===== src/hdl/bbl_pkg.sv =====
`timescale 1ns / 1ps
// ----------------------------------------------------------------------------
// Box blur package
// Shared widths, types, register indexes and helper functions of the
// 3x3 edge-clipped box blur.
// ----------------------------------------------------------------------------
package bbl_pkg;

  // Frame geometry.
  localparam int MAX_WIDTH  = 1024;
  localparam int MAX_HEIGHT = 4096;
  localparam int COL_W      = $clog2(MAX_WIDTH + 1);
  localparam int ADDR_W     = $clog2(MAX_WIDTH);
  localparam int ROW_W      = $clog2(MAX_HEIGHT + 1);

  // Configuration register widths and reset values.
  localparam int FW_W       = 11;
  localparam int FH_W       = 13;
  localparam int WCMP_W     = (FW_W > COL_W) ? FW_W : COL_W;
  localparam int HCMP_W     = (FH_W > ROW_W) ? FH_W : ROW_W;
  localparam logic [FW_W-1:0] FW_RESET = 11'd1024;
  localparam logic [FH_W-1:0] FH_RESET = 13'd768;

  // Configuration port.
  localparam int CFG_IDX_W  = 2;
  localparam int CFG_DATA_W = 13;

  typedef enum logic [CFG_IDX_W-1:0] {
    REG_FRAME_WIDTH  = 2'd0,
    REG_FRAME_HEIGHT = 2'd1
  } cfg_reg_e;

  // Pixel data.
  localparam int CH_W  = 8;
  localparam int PIX_W = 3 * CH_W;

  // Averaging arithmetic: sum of up to nine channels, numerator 2*sum+count.
  localparam int SUM_W  = 12;
  localparam int NUM_W  = SUM_W + 1;
  localparam int OP_W   = NUM_W - 1;
  localparam int CNT_W  = 4;
  localparam int PROD_W = 24;
  localparam logic [OP_W-1:0] RECIP3    = 12'd2731;  // ceil(2^13 / 3)
  localparam int              RECIP3_SH = 13;
  localparam logic [OP_W-1:0] RECIP9    = 12'd1821;  // ceil(2^14 / 9)
  localparam int              RECIP9_SH = 14;

  // Output queue.
  localparam int FIFO_DEPTH = 8;
  localparam int FIFO_PTR_W = $clog2(FIFO_DEPTH);
  localparam int FIFO_CNT_W = $clog2(FIFO_DEPTH + 1);

  typedef logic [PIX_W-1:0] pixel_t;

  // One neighborhood to be averaged, with its in-frame masks.
  typedef struct packed {
    pixel_t [8:0] win;
    logic [2:0]   col_mask;
    logic [2:0]   row_mask;
    logic         frame_end;
  } emit_t;

  typedef struct packed {
    logic [CH_W-1:0] red;
    logic [CH_W-1:0] green;
    logic [CH_W-1:0] blue;
    logic            frame_end;
  } result_t;

  // Write request into the two line stores.
  typedef struct packed {
    logic              en;
    logic [ADDR_W-1:0] addr;
    pixel_t            older;
    pixel_t            newer;
  } line_wr_t;

  function automatic logic [COL_W-1:0] eff_width(input logic [FW_W-1:0] fw);
    logic [WCMP_W-1:0] v;
    v = WCMP_W'(fw);
    if (fw == '0) return COL_W'(1);
    if (v > WCMP_W'(MAX_WIDTH)) return COL_W'(MAX_WIDTH);
    return COL_W'(v);
  endfunction

  function automatic logic [ROW_W-1:0] eff_height(input logic [FH_W-1:0] fh);
    logic [HCMP_W-1:0] v;
    v = HCMP_W'(fh);
    if (fh == '0) return ROW_W'(1);
    if (v > HCMP_W'(MAX_HEIGHT)) return ROW_W'(MAX_HEIGHT);
    return ROW_W'(v);
  endfunction

endpackage


===== src/hdl/bbl_average.sv =====
`timescale 1ns / 1ps
// ----------------------------------------------------------------------------
// Box blur averaging pipeline
// Masked neighborhood sum in one stage, rounded division by the neighbor
// count in the next.
// ----------------------------------------------------------------------------
module bbl_average import bbl_pkg::*; (
  input  logic       clk_i,
  input  logic       rst_ni,
  input  logic       emit_valid_i,
  input  emit_t      emit_i,
  output logic       res_valid_o,
  output result_t    res_o,
  output logic [1:0] busy_o
);

  logic [2:0][SUM_W-1:0] sum_d, sum_q;
  logic [CNT_W-1:0]      cnt_d, cnt_q;
  logic [1:0]            ncols, nrows;
  logic                  fe_q;
  logic                  s2_valid_q;
  logic                  res_valid_q;
  result_t               res_d, res_q;
  logic [2:0][NUM_W-1:0]  num;
  logic [2:0][OP_W-1:0]   op;
  logic [2:0][PROD_W-1:0] prod;
  logic [2:0][CH_W-1:0]   quo;
  logic [OP_W-1:0]        recip;

  // Sum stage.
  always_comb begin
    ncols = 2'(emit_i.col_mask[0]) + 2'(emit_i.col_mask[1]) + 2'(emit_i.col_mask[2]);
    nrows = 2'(emit_i.row_mask[0]) + 2'(emit_i.row_mask[1]) + 2'(emit_i.row_mask[2]);
    cnt_d = CNT_W'(ncols) * CNT_W'(nrows);
    for (int ch = 0; ch < 3; ch++) begin
      sum_d[ch] = '0;
      for (int k = 0; k < 3; k++) begin
        for (int j = 0; j < 3; j++) begin
          if (emit_i.col_mask[k] && emit_i.row_mask[j]) begin
            sum_d[ch] = sum_d[ch] + SUM_W'(emit_i.win[k*3+j][(2-ch)*CH_W +: CH_W]);
          end
        end
      end
    end
  end

  // Divide stage: floor((2*sum + n) / (2*n)) with n in {1,2,3,4,6,9}.
  // Powers of two are shifts; factors of three and nine use reciprocals.
  always_comb begin
    recip = (cnt_q == CNT_W'(9)) ? RECIP9 : RECIP3;
    for (int ch = 0; ch < 3; ch++) begin
      num[ch]  = {sum_q[ch], 1'b0} + NUM_W'(cnt_q);
      op[ch]   = (cnt_q == CNT_W'(6)) ? OP_W'(num[ch] >> 2) : OP_W'(num[ch] >> 1);
      prod[ch] = PROD_W'(op[ch]) * PROD_W'(recip);
      case (cnt_q)
        CNT_W'(2):            quo[ch] = CH_W'(num[ch] >> 2);
        CNT_W'(4):            quo[ch] = CH_W'(num[ch] >> 3);
        CNT_W'(3), CNT_W'(6): quo[ch] = CH_W'(prod[ch] >> RECIP3_SH);
        CNT_W'(9):            quo[ch] = CH_W'(prod[ch] >> RECIP9_SH);
        default:              quo[ch] = CH_W'(num[ch] >> 1);
      endcase
    end
    res_d.red       = quo[0];
    res_d.green     = quo[1];
    res_d.blue      = quo[2];
    res_d.frame_end = fe_q;
  end

  always_ff @(posedge clk_i or negedge rst_ni) begin
    if (!rst_ni) begin
      s2_valid_q  <= 1'b0;
      res_valid_q <= 1'b0;
    end else begin
      s2_valid_q  <= emit_valid_i;
      res_valid_q <= s2_valid_q;
    end
  end

  always_ff @(posedge clk_i) begin
    if (emit_valid_i) begin
      sum_q <= sum_d;
      cnt_q <= cnt_d;
      fe_q  <= emit_i.frame_end;
    end
    if (s2_valid_q) begin
      res_q <= res_d;
    end
  end

  assign res_valid_o = res_valid_q;
  assign res_o       = res_q;
  assign busy_o      = 2'(s2_valid_q) + 2'(res_valid_q);

endmodule


===== config.mk =====
export PLATFORM = sky130hd
export DESIGN_NAME = bbl_average
export DESIGN_NICKNAME = d
export VERILOG_FILES = /design/src/hdl/bbl_pkg.sv /design/src/hdl/bbl_average.sv
export SDC_FILE = /design/constraint.sdc
export NUM_CORES = 1
export LEC_CHECK = 0
export BUFFER_PORTS_ARGS = -buffer_cell sky130_fd_sc_hd__clkbuf_2
export CORE_MARGIN = 2
export CORE_UTILIZATION = 40
export DETAILED_ROUTE_END_ITERATION = 10
export GPL_ROUTABILITY_DRIVEN = 0
export SYNTH_ARGS = -nofsm -noshare
export SYNTH_HDL_FRONTEND = slang
export SYNTH_SLANG_ARGS = --single-unit

===== constraint.sdc =====
create_clock -name clk_i -period 10.71 [get_ports clk_i]
set_clock_uncertainty 0.05 [all_clocks]
set_input_delay 1.071 -clock clk_i [delete_from_list [all_inputs] [get_ports clk_i]]
set_output_delay 1.071 -clock clk_i [all_outputs]
set_load 0.03 [all_outputs]

==> impl_results.md <==
* Chip Height at 252 um
* Register-to-Register Setup Slack at 2.20 ns
* I/O Pins at 254
* Die area at 63300 sq um
* Simple-Gate Fraction of Synth Area at 14.5%
* CP max stage delay at 0.39 ns
* Fmax at 101 MHz
* Compound-Gate Fraction of Synth Area at 20.9%
* # rows at 90
* Area leader, netlist: ha_1
* Hold buffers post-CTS at 0
* Final worst-path cycle share at between 90% and 100%
* Post-synth top flop: edfxtp_1
* Vias at 21550
* Worst path most repeated cell: ha_1
* Synthesized area at 24500 sq um
* Layout Nets at 4093
* Area Overhead vs Synth at 9.89%
* Max_slew headroom at approximately a quarter
* Bufs on Longest Clock Path at 2
* Antenna violations before repair at 10
* Final setup fails at 0
* Critical-path maximum fanout at 23
* DRC at 0
* Synth cell types at 97
* CTS tree: built
* Clock Sinks at 68
* Clock-pin slew of the registers on the worst-case setup and hold paths at ~0.060 ns
* XOR/XNOR Fraction of Synth Area at under 10%
* Top post-synthesis cells by area: ha_1 21%, fa_1 16%, edfxtp_1 8.1%
* Largest family of logic cells by synthesized area: adder cells
* DR WL/cell at 17.1 um
* Cts bufs inserted at 9
* CTS H-tree lvls at 3
* Number of flops mapped to enable cells by yosys at 66
* Crit path arrival time at 9.95 ns
* Status: finished clean
* Starting density of the core at 40.5%
* Actual slew at the worst max-slew pin at 1.10 ns
* TritonRoute pass-1 iters at 5
* Pin count of the biggest net entering global routing at 43
* Grt total ovfl at 0
* # port buffers at 253
* Synth Warn # at 0
* Drt total wl at 69.4 mm
* Die W at 252 um
* Post-synthesis async set-or-reset flop share at about 3%
* Synth top area share at between 20% and 30%
* Max_cap viols at 0
* Final hold vios at 0
* Vias in the first global route at 20997
* Max stage delay cell, worst path: ha_1
* Routed Antenna Nets at 0
* Worst setup EP type: register
* Mux share of post-synthesis cell area at roughly 3.1%
* FILL cells at 6174
* Adder-Cell Fraction of Synth Area at 36.7%
* WP data required at 10.76 ns
* Setup TNS at 0 ns
* Gr usage total at 21.9%
* Post-Synthesis Cells at 3085
* Vias per Instance at 5.31
* Starting DRT DRC Count at 1080
* Seq cells post-synth at 68
* Crit start category: input pin
* Pins over their slew limit at 0
* Clk Latency, worst-skew pair at 0.36 ns
* Share of layout cells above drive strength 1 at 12.4%
* Hold WC Path Type: register to register
* RSZ-0062 raised after global routing: false
* Root Driver: clkbuf_16
* Sequential share of the synthesized area at 8.29%
* First-pass GRT wire length at 111 mm
* Tmin final at between 9 and 10 ns
* Floorplan Core Area at 60500 sq um
* DP HPWL at 60.0 mm
* Syn avg cell area at 7.94 sq um
* Worst setup path category: input pin to register
-- cell type report --
cell class / instances / area (sq um) / share of cell area, %
clock buffers: 9 / 225 / 0.836
flip-flops and latches: 68 / 2030 / 7.54
repair buffers: 279 / 1470 / 5.45
inverters: 441 / 1660 / 6.15
multi-input cells: 2469 / 20500 / 76.0
well taps: 782 / 978 / 3.63
diodes: 5 / 12.5 / 0.0465
clock inverters: 6 / 90.1 / 0.334
-- kinds of logic after synthesis --
family,Yosys count
compound gates,795
xor+xnor,201
fa+ha+maj,602
buf+inv,576
flops,68
mux,70
other cells,2
simple gates,771
-- cell usage in the layout, fill, tap and decap left out, types with 23 or more instances in the layout --
cell type and count:
inv_1 439, ha_1 402, nor2_1 262, clkbuf_2 253, nand2_1 251, a21oi_1 206, fa_1 197, o21ai_0 184
xnor2_1 131, edfxtp_1 66, xor2_1 62, a21o_1 60, o21a_1 57, mux2_2 47, nor2b_1 38, nand3_1 34
and3_1 34, a211oi_1 32, nor3_1 31, nand2b_1 31, conb_1 30, o21bai_1 27, o31ai_1 24, buf_4 24
a31oi_1 23, mux2i_1 23
-- worst max-delay path, delay by kind of cell --
| family | cells | cell delay [ns] |
|---|---|---|
| adders and majority gates | 10 | 3.23 |
| and+or+nand+nor | 8 | 1.06 |
| xor gates and xnor gates | 3 | 0.35 |
| buffers and inverters | 7 | 0.80 |
| AOI/OAI and AO/OA | 23 | 3.42 |
-- flip-flops by register name, summed over array words and instances, names as in the netlist --
name and count:
res_o 25, sum_q 36, cnt_q 4, s2_valid_q 1, fe_q 1, res_valid_o 1
-- layer usage --
| layer | GRT usage [%] | vias to the layer above | part of all wire (%) |
|---|---|---|---|
| met1 | 29.4 | 10074 | 46 |
| li1 | - | 10923 | - |
| met4 | 4.44 | 12 | 1.7 |
| met5 | 0 | - | 0.10 |
| met2 | 38.2 | 471 | 48 |
| met3 | 2.20 | 70 | 4.4 |
-- timing repair --
| action | CTS | global route |
|---|---|---|
| gates resized for setup | 0 | 19 |
| setup endpoints to repair | 0 | 9 |
| buffers inserted | 0 | 1 |
-- stage by stage --
step | instance area [sq um] | hold WS [ns] | worst slack [ns] | util, % | cells
2_1_floorplan | 24600 | 0.350 | 0.505 | - | 3113
3_3_place_gp | 26600 | 0.352 | 0.375 | 43.9 | 4038
3_5_place_dp | 26600 | 0.357 | 0.208 | 43.9 | 4038
4_1_cts | 26900 | 0.371 | 0.576 | 44.4 | 4053
5_1_grt | 26900 | 0.404 | 0.00170 | 44.5 | 4058
6_report | 26900 | 0.369 | 0.805 | 44.5 | 4059
-- path summary, 6_finish.rpt --
kind | start | endpoint | cells after the start
max | emit_i[1] | sum_q[11] | 51
min | fe_q | res_o[0] | 0
max reg2reg | cnt_q[2] | res_o[5] | 27
min reg2reg | fe_q | res_o[0] | 0
max in group asynchronous | rst_ni | s2_valid_q | 1
min in group asynchronous | rst_ni | res_valid_o | 1
-- cell usage after synthesis, types with 10 or more instances --
cell type  number
nor2b_1        38
nand2_1       251
nor3_1         31
o31a_1         10
fa_1          197
o21bai_1       27
ha_1          402
nor2_1        264
inv_1         439
edfxtp_1       66
xor2_1         62
a31oi_1        23
o22ai_1        22
a221oi_1       14
a21boi_0       11
a21o_1         60
o21a_1         57
a211oi_1       35
mux2_2         47
xnor2_1       131
or3_1          12
mux2i_1        23
o31ai_1        25
nand3_1        34
o221ai_1       12
or2_2          19
clkbuf_1      122
and3_1         34
nand2b_1       31
o21ai_0       190
a21oi_1       210
and2_1         16
Power is left out: the tool's default activity adds up to more than one toggle a clock period on the data nets, which glitch-free logic cannot reach.
