$ cat src/hdl/bbl_pkg.sv
`timescale 1ns / 1ps
// ----------------------------------------------------------------------------
// Box blur package
// Shared widths, types, register indexes and helper functions of the
// 3x3 edge-clipped box blur.
// ----------------------------------------------------------------------------
package bbl_pkg;

  // Frame geometry.
  localparam int MAX_WIDTH  = 1024;
  localparam int MAX_HEIGHT = 4096;
  localparam int COL_W      = $clog2(MAX_WIDTH + 1);
  localparam int ADDR_W     = $clog2(MAX_WIDTH);
  localparam int ROW_W      = $clog2(MAX_HEIGHT + 1);

  // Configuration register widths and reset values.
  localparam int FW_W       = 11;
  localparam int FH_W       = 13;
  localparam int WCMP_W     = (FW_W > COL_W) ? FW_W : COL_W;
  localparam int HCMP_W     = (FH_W > ROW_W) ? FH_W : ROW_W;
  localparam logic [FW_W-1:0] FW_RESET = 11'd1024;
  localparam logic [FH_W-1:0] FH_RESET = 13'd768;

  // Configuration port.
  localparam int CFG_IDX_W  = 2;
  localparam int CFG_DATA_W = 13;

  typedef enum logic [CFG_IDX_W-1:0] {
    REG_FRAME_WIDTH  = 2'd0,
    REG_FRAME_HEIGHT = 2'd1
  } cfg_reg_e;

  // Pixel data.
  localparam int CH_W  = 8;
  localparam int PIX_W = 3 * CH_W;

  // Averaging arithmetic: sum of up to nine channels, numerator 2*sum+count.
  localparam int SUM_W  = 12;
  localparam int NUM_W  = SUM_W + 1;
  localparam int OP_W   = NUM_W - 1;
  localparam int CNT_W  = 4;
  localparam int PROD_W = 24;
  localparam logic [OP_W-1:0] RECIP3    = 12'd2731;  // ceil(2^13 / 3)
  localparam int              RECIP3_SH = 13;
  localparam logic [OP_W-1:0] RECIP9    = 12'd1821;  // ceil(2^14 / 9)
  localparam int              RECIP9_SH = 14;

  // Output queue.
  localparam int FIFO_DEPTH = 8;
  localparam int FIFO_PTR_W = $clog2(FIFO_DEPTH);
  localparam int FIFO_CNT_W = $clog2(FIFO_DEPTH + 1);

  typedef logic [PIX_W-1:0] pixel_t;

  // One neighborhood to be averaged, with its in-frame masks.
  typedef struct packed {
    pixel_t [8:0] win;
    logic [2:0]   col_mask;
    logic [2:0]   row_mask;
    logic         frame_end;
  } emit_t;

  typedef struct packed {
    logic [CH_W-1:0] red;
    logic [CH_W-1:0] green;
    logic [CH_W-1:0] blue;
    logic            frame_end;
  } result_t;

  // Write request into the two line stores.
  typedef struct packed {
    logic              en;
    logic [ADDR_W-1:0] addr;
    pixel_t            older;
    pixel_t            newer;
  } line_wr_t;

  function automatic logic [COL_W-1:0] eff_width(input logic [FW_W-1:0] fw);
    logic [WCMP_W-1:0] v;
    v = WCMP_W'(fw);
    if (fw == '0) return COL_W'(1);
    if (v > WCMP_W'(MAX_WIDTH)) return COL_W'(MAX_WIDTH);
    return COL_W'(v);
  endfunction

  function automatic logic [ROW_W-1:0] eff_height(input logic [FH_W-1:0] fh);
    logic [HCMP_W-1:0] v;
    v = HCMP_W'(fh);
    if (fh == '0) return ROW_W'(1);
    if (v > HCMP_W'(MAX_HEIGHT)) return ROW_W'(MAX_HEIGHT);
    return ROW_W'(v);
  endfunction

endpackage

$ cat src/hdl/bbl_out_fifo.sv
`timescale 1ns / 1ps
// ----------------------------------------------------------------------------
// Box blur output queue
// Small register queue that holds finished results until the receiver
// takes them.
// ----------------------------------------------------------------------------
module bbl_out_fifo import bbl_pkg::*; (
  input  logic                  clk_i,
  input  logic                  rst_ni,
  input  logic                  push_i,
  input  result_t               push_data_i,
  input  logic                  pop_i,
  output logic                  valid_o,
  output result_t               data_o,
  output logic [FIFO_CNT_W-1:0] count_o
);

  result_t                 entries [FIFO_DEPTH];
  logic [FIFO_PTR_W-1:0]   wr_ptr_q, rd_ptr_q;
  logic [FIFO_CNT_W-1:0]   count_q, count_d;

  always_comb begin
    count_d = count_q;
    if (push_i && !pop_i) count_d = count_q + FIFO_CNT_W'(1);
    if (!push_i && pop_i) count_d = count_q - FIFO_CNT_W'(1);
  end

  always_ff @(posedge clk_i or negedge rst_ni) begin
    if (!rst_ni) begin
      wr_ptr_q <= '0;
      rd_ptr_q <= '0;
      count_q  <= '0;
    end else begin
      if (push_i) wr_ptr_q <= FIFO_PTR_W'((32'(wr_ptr_q) + 1) % FIFO_DEPTH);
      if (pop_i)  rd_ptr_q <= FIFO_PTR_W'((32'(rd_ptr_q) + 1) % FIFO_DEPTH);
      count_q <= count_d;
    end
  end

  always_ff @(posedge clk_i) begin
    if (push_i) entries[wr_ptr_q] <= push_data_i;
  end

  assign valid_o = (count_q != '0);
  assign data_o  = entries[rd_ptr_q];
  assign count_o = count_q;

endmodule

$ cat config.mk
export PLATFORM = sky130hd
export DESIGN_NAME = bbl_out_fifo
export DESIGN_NICKNAME = d
export VERILOG_FILES = /design/src/hdl/bbl_pkg.sv /design/src/hdl/bbl_out_fifo.sv
export SDC_FILE = /design/constraint.sdc
export NUM_CORES = 1
export LEC_CHECK = 0
export ABC_AREA = 1
export BUFFER_PORTS_ARGS = -buffer_cell sky130_fd_sc_hd__buf_2
export CAP_MARGIN = 0
export CORE_MARGIN = 10
export CORE_UTILIZATION = 55
export DETAILED_ROUTE_END_ITERATION = 7
export PLACE_DENSITY = 0.74
export SLEW_MARGIN = 40
export SYNTH_ARGS = -nofsm -noshare
export SYNTH_HDL_FRONTEND = slang
export SYNTH_SLANG_ARGS = --single-unit
$ cat constraint.sdc
create_clock -name clk_i -period 4.46 [get_ports clk_i]
set_clock_uncertainty 0.05 [all_clocks]
set_input_delay 0.446 -clock clk_i [delete_from_list [all_inputs] [get_ports clk_i]]
set_output_delay 0.446 -clock clk_i [all_outputs]
set_load 0.05 [all_outputs]
==> metrics.md, run 1 <==
| Metric | Value |
|---|---|
| Status | complete, no violations |
| Post-Syn Instances | 639 |
| Initial antenna violation count | 1 |
| Final instance area | 9299 µm² |
| Share of cells above drive strength 1 | 0.1504 |
| Critical path arrival | 2.52 ns |
| Critical Path RT | 3.96 ns |
| Clk slew on worst S/H paths | 0.06 ns |
| Vias per cell | 5.834 |
| Row count | 45 |
| Top cells by count, synth | edfxtp_1 (200), nor2_1 (110), nand2_1 (97) |
| DP Area | 8728 µm² |
| Vias in the first global route | 5359 |
| Post-route antenna net violation count | 0 |
| Post-synth top flop | edfxtp_1 |
| R2R depth | 5 |
| Most common cell in the netlist | edfxtp_1 |
| GRT Overall Usage | 0.1707 |
| Syn Nets | 673 |
| Yosys top cell by area | edfxtp_1 |
| R2r setup slk | 2.67 ns |
| Crit-path max FO | 100 |
| Largest net degree at the start of global routing | 101 |
| Relative slew slack | 0.5847 |
| Post-CTS setup buffers | 0 |
| Final WL | 17360 µm |
| Fin. max-slew vios | 0 |
| Starting Density | 0.5561 |
| Die Area | 20530 µm² |
| Area grow syn2layout | 11.24% |
| IO Pins | 59 |
| Vias | 5210 |
| Hold Crit Class | input port to flop |
| Drt pass-1 iters | 5 |
| Final setup viols | 0 |
| PwrDens | 729.6 nW/µm² |
| Hold Crit Depth | 1 |
| Inserted Clock Buffers | 21 |
| Final Hold Viols | 0 |
| Area fraction of the dominant cell type after synthesis | 0.7185 |
| Setup crit start kind | flop |
| Drc violations | 0 |
| Post-synth cell types | 23 |
| Mean Syn Cell Area | 13.08 µm² |
| Nets | 732 |
| Critical path capture point type | primary output |
| GRT overflow | 0 |
| Setup TNS | 0 ns |
| Final Critical Period | 3.017 ns |
| Die H | 143.3 µm |
| CTS tree | built |
| Unrepaired setup endpoints after global routing | false |
| Top post-synthesis cells by area | edfxtp_1 (72%), nor2_1 (4.9%), nand2_1 (4.4%) |
| PostCTS Resize Cnt | 0 |
| Dpl hpwl | 9459 µm |
| Number of synthesized flops with an enable pin | 200 |
| Syn. warnings | 0 |
| Pleak | 0.003312 µW |
| RD Place Congestion | 0.7764 |
| Seq/Total Area, Yosys | 0.7484 |
| Register bit total from synthesis | 210 |
| Core footprint | 15030 µm² |
| Routed len/inst | 19.44 µm |
| Clk root buf | clkbuf_16 |
| CTS Sinks | 210 |
| Clock Path Buffers | 3 |
| # diodes | 0 |
| Die W | 143.3 µm |
| Fmax | 0.3314 GHz |
| Hold EP | entries[2][12] |
| Fin crit share | 0.6766 |
| Worst-Margin Slew | 0.6221 ns |
| Max rail drop VDD | 0.4013 mV |
| Clk Latency, worst-skew pair | 0.47 ns |
| R2R Path Start | rd_ptr_q[0] |
| Syn Std Cell Area | 8359 µm² |
| H-tree depth | 1 |
| Setup CP Type | flop to primary output |
| IO buf count | 58 |
| First-pass GRT wire length | 27790 µm |
| Hold_sp | push_data_i[12] |
| Reg2reg end | rd_ptr_q[2] |
| Max Cap Viol | 0 |
| Detailed Route Iter0 Violations | 418 |
| Post-synth ARST share | 0.04762 |
## sequential cells by signal (all words and copies together) (netlist names)
signal	cells
wr_ptr_q	3
entries	200
count_o	4
rd_ptr_q	3
## critical path, stage by stage, from the launching register on
cell and delay (ns):
dfrtp_4 0.71, inv_8 0.51, nor2_1 0.09, o22ai_1 0.21, nand2_1 0.08, nand2_1 0.13, buf_2 0.28
## layer usage
layer  up-vias  wire, µm  GRT usage
met5         -         7          0
met4         2       208    0.03815
met3        21      1354    0.03653
met2       223      8497     0.2807
met1      2537      7289     0.2287
li1       2427         -          -
## cell type report
type / instances / area (µm²)
Sequential cell: 210 / 6260
Inverter: 14 / 60.06
Tap cell: 188 / 235.2
Clock inverter: 5 / 20.02
Timing Repair Buffer: 72 / 397.9
Clock buffer: 25 / 540.5
Multi-Input combinational cell: 379 / 1785
Fill cell: 1102 / 5734
## worst max-delay path by stage
stage           startpoint            end  slack [ns]  depth (start not counted)
6_report       rd_ptr_q[0]     data_o[20]        1.44                          6
3_3_place_gp   rd_ptr_q[0]      data_o[5]        1.86                          6
3_5_place_dp   rd_ptr_q[0]     data_o[20]        1.97                          6
2_1_floorplan       push_i  entries[0][0]        2.14                          3
4_1_cts        rd_ptr_q[0]      data_o[5]        1.43                          6
5_1_grt        rd_ptr_q[0]      data_o[5]        1.29                          6
## per-stage QoR
step           total power (µW)  utilization  hold WS (ns)  instances  worst slack (ns)
5_1_grt                    7175       0.6186        0.1886        893             1.286
3_5_place_dp               5340       0.5806        0.2800        862             1.973
6_report                   6785       0.6186        0.1868        893             1.443
2_1_floorplan              4775            -        0.1004        639             2.138
3_3_place_gp               5269       0.5804        0.2743        862             1.857
4_1_cts                    6825       0.6186        0.1801        893             1.434
## cells in the final DEF (no fill, tap or decap)
master         count
clkinv_1           4
nor2_1           102
buf_4             13
buf_2             58
nor2_2             8
edfxtp_1         200
dlygate4sd3_1      1
clkinv_2           1
o21ai_0           33
dfrtp_4            1
inv_1             11
o21ai_1           71
xor2_1             4
or3_1              1
a21oi_1            1
inv_2              2
nand2_1           97
xnor2_1            2
ha_1               5
o22ai_1           50
dfrtp_1            9
nand3_1            3
nand3b_1           1
or2_2              1
clkbuf_16         21
inv_8              1
clkbuf_1           4
## kinds of logic after synthesis
group / synth area share
DFF: 0.7484
AOI/OAI and AO/OA: 0.1003
and+or+nand+nor: 0.09714
buffers and inverters: 0.04041
xor gates and xnor gates: 0.006286
adders and majority gates: 0.007484
## power by group
part / switching, µW / internal [µW] / leakage (µW)
Clock: 640 / 846 / 0.000274
Combinational: 2070 / 667 / 0.00110
Sequential: 152 / 2410 / 0.00194
## what timing repair did
action,in CTS,in global routing
hold endpoints to repair,10,0
hold buffers,1,0
setup endpoints to repair,0,0
No activity file was read; power rests on OpenSTA's default activity.
==> run 2: changes to the inputs <==
--- a/config.mk
+++ b/config.mk
@@ -9,9 +9,9 @@
 export BUFFER_PORTS_ARGS = -buffer_cell sky130_fd_sc_hd__buf_2
 export CAP_MARGIN = 0
 export CORE_MARGIN = 10
-export CORE_UTILIZATION = 55
+export CORE_UTILIZATION = 54
 export DETAILED_ROUTE_END_ITERATION = 7
-export PLACE_DENSITY = 0.74
+export PLACE_DENSITY = 0.75
 export SLEW_MARGIN = 40
 export SYNTH_ARGS = -nofsm -noshare
 export SYNTH_HDL_FRONTEND = slang
==> constraint.sdc (replaced) <==
create_clock -name clk_i -period 2.5 [get_ports clk_i]
set_clock_uncertainty 0.05 [all_clocks]
set_input_delay 0.25 -clock clk_i [delete_from_list [all_inputs] [get_ports clk_i]]
set_output_delay 0.25 -clock clk_i [all_outputs]
set_load 0.05 [all_outputs]
==> run 2 against run 1 <==
Final area is 5.0% higher. Non-clock buffer count is 38 higher. Worst hold slack worse by 0.17 ns. Worst setup slack worse by 1.4 ns. Global-route usage is 0.55 points higher. First-iteration DRC count is 22% higher. Total power is 87% higher. Clock-buffer cell count is 3 lower. Via count is 3.2% higher. Final cell count is 5.3% higher. Critical path type unchanged. Core utilization is 2.4 points higher.
==> metrics.md, run 2 (same netlist as run 1, synthesis figures left out) <==
| Metric | Value |
|---|---|
| Die W | 144.4 µm |
| Crit-path leading delay family | buffers and inverters |
| Detailed Route Iter0 Violations | 509 |
| Max rail drop VDD | 0.8810 mV |
| Vias in the first global route | 5550 |
| Final Hold Viols | 0 |
| Slowest Stage Delay on Critical Path | 0.47 ns |
| Vias | 5377 |
| GRT Overall Usage | 0.1761 |
| WP depth | 6 |
| Critical path arrival | 2.11 ns |
| Cell mode on critical path | nand2_1 |
| Hold Crit Class | input port to flop |
| Slowest CP cell | dfrtp_2 |
| Row count | 45 |
| Clock Path Buffers | 3 |
| Clk Latency, worst-skew pair | 0.50 ns |
| Fin crit share | 0.9648 |
| Setup crit start kind | flop |
| Final WL | 18330 µm |
| Post-CTS setup buffers | 0 |
| H-tree depth | 1 |
| Vias per cell | 5.720 |
| Fin. max-slew vios | 0 |
| IO Pins | 59 |
| Setup TNS | 0 ns |
| Die H | 144.4 µm |
| Worst-Margin Slew | 0.5404 ns |
| Fmax | 0.4146 GHz |
| CTS tree | built |
| PwrDens | 1297 nW/µm² |
| Crit path to | data_o[14] |
| Final Critical Period | 2.412 ns |
| Max reg flops | 200 |
| Commonest non-fill, non-tap cell in the layout | edfxtp_1 |
| Max Cap Viol | 0 |
| Final setup viols | 0 |
| Area grow syn2layout | 16.84% |
| Critical path capture point type | primary output |
| Largest net degree at the start of global routing | 101 |
| Layout fillers | 1083 |
| Nets | 770 |
| IO buf count | 58 |
| Starting Density | 0.5499 |
| Dpl hpwl | 10370 µm |
| R2r setup slk | 0.76 ns |
| Drc violations | 0 |
| First-pass GRT wire length | 28850 µm |
| Largest reg by FF count | entries |
| Relative slew slack | 0.6393 |
| Inserted Clock Buffers | 21 |
| GRT overflow | 0 |
| Share of cells above drive strength 1 | 0.1678 |
| Pleak | 0.003541 µW |
| Routed len/inst | 19.50 µm |
| Die Area | 20860 µm² |
| Final Core Density | 0.6425 |
| Clk root buf | clkbuf_16 |
| Post-route antenna net violation count | 0 |
| Initial antenna violation count | 1 |
| Reg2reg end | entries[5][6] |
| Status | complete, no violations |
| R2R Path Start | wr_ptr_q[1] |
| CTS Sinks | 210 |
| Crit-path max FO | 100 |
| Crit path cell chain | clkinv_8 -> nor2_1 -> o22ai_1 -> nand2_1 -> nand2_1 -> buf_2 |
| Final Hold Slack | 0.01203 ns |
| R2R depth | 4 |
| Unrepaired setup endpoints after global routing | false |
| Clk slew on worst S/H paths | 0.06 ns |
| Setup CP Type | flop to primary output |
| Core footprint | 15200 µm² |
| Worst setup path startpoint | rd_ptr_q[0] |
| Drt pass-1 iters | 5 |
| RD Place Congestion | 0.7693 |
| Critical path buffers and inverters | 2 |
| Critical Path RT | 2.20 ns |
| Hold Crit Depth | 1 |
| Commonest non-fill, non-tap cells in the layout | edfxtp_1 (200), nor2_1 (102), nand2_1 (97) |
-- run 2: cell count changes in the layout (fill, tap and decap cells not counted), moves of 2 or more --
cell	before	now
buf_4	13	22
buf_6	0	2
bufinv_16	0	2
clkbuf_1	4	1
clkinv_1	4	6
clkinv_2	1	6
dlygate4sd3_1	1	27
-- run 2: cell type report --
cell class | instances | area, µm² | area share
Clock buffer | 22 | 529.3 | 0.05419
Multi-Input combinational cell | 379 | 1785 | 0.1828
Inverter | 14 | 65.06 | 0.006662
Timing Repair Buffer | 110 | 763.2 | 0.07814
Antenna cell | 1 | 2.502 | 0.0002562
Tap cell | 188 | 235.2 | 0.02408
Sequential cell | 210 | 6257 | 0.6407
Clock inverter | 16 | 128.9 | 0.01320
-- run 2: per-layer routing --
| metal | routed length, µm | GRT usage | vias up | share of wire |
|---|---|---|---|---|
| met4 | 374 | 0.06223 | 0 | 0.020 |
| li1 | - | - | 2513 | - |
| met5 | 0 | 0 | - | 0 |
| met2 | 9061 | 0.2935 | 236 | 0.49 |
| met3 | 1449 | 0.03837 | 36 | 0.079 |
| met1 | 7448 | 0.2224 | 2592 | 0.41 |
-- run 2: report_power, final --
group	switching, µW	leakage [µW]	internal, µW
sequential	167	0.00194	4290
clock	1250	0.000326	1740
combinational	3890	0.00128	1320
-- run 2: worst min path at each step --
stage | from | endpoint | slack [ns]
after floorplan | rst_ni | count_o[0] | -0.1
after global placement | rst_ni | count_o[3] | 0.08
after detailed placement | rst_ni | count_o[0] | 0.09
after CTS | push_data_i[24] | entries[5][24] | 0.002
after global routing | push_data_i[24] | entries[5][24] | 0.009
final | push_data_i[24] | entries[5][24] | 0.01
-- run 2: metrics by stage --
| step | power [µW] | cells | setup slack [ns] | area, µm² |
|---|---|---|---|---|
| floorplan | 8519 | 639 | 0.2430 | 8359 |
| global placement | 9472 | 874 | 0.5850 | 8816 |
| detailed placement | 9637 | 874 | 0.5271 | 8816 |
| CTS | 12650 | 939 | 0.008908 | 9744 |
| global route | 13320 | 939 | 0.01598 | 9764 |
| finish | 12660 | 940 | 0.08804 | 9767 |
-- run 2: repair_timing --
action / 4_1_cts / 5_1_grt
hold buffers: 27 / 0
setup endpoints to repair: 0 / 24
gates resized for setup: 0 / 6
hold endpoints to repair: 195 / 0
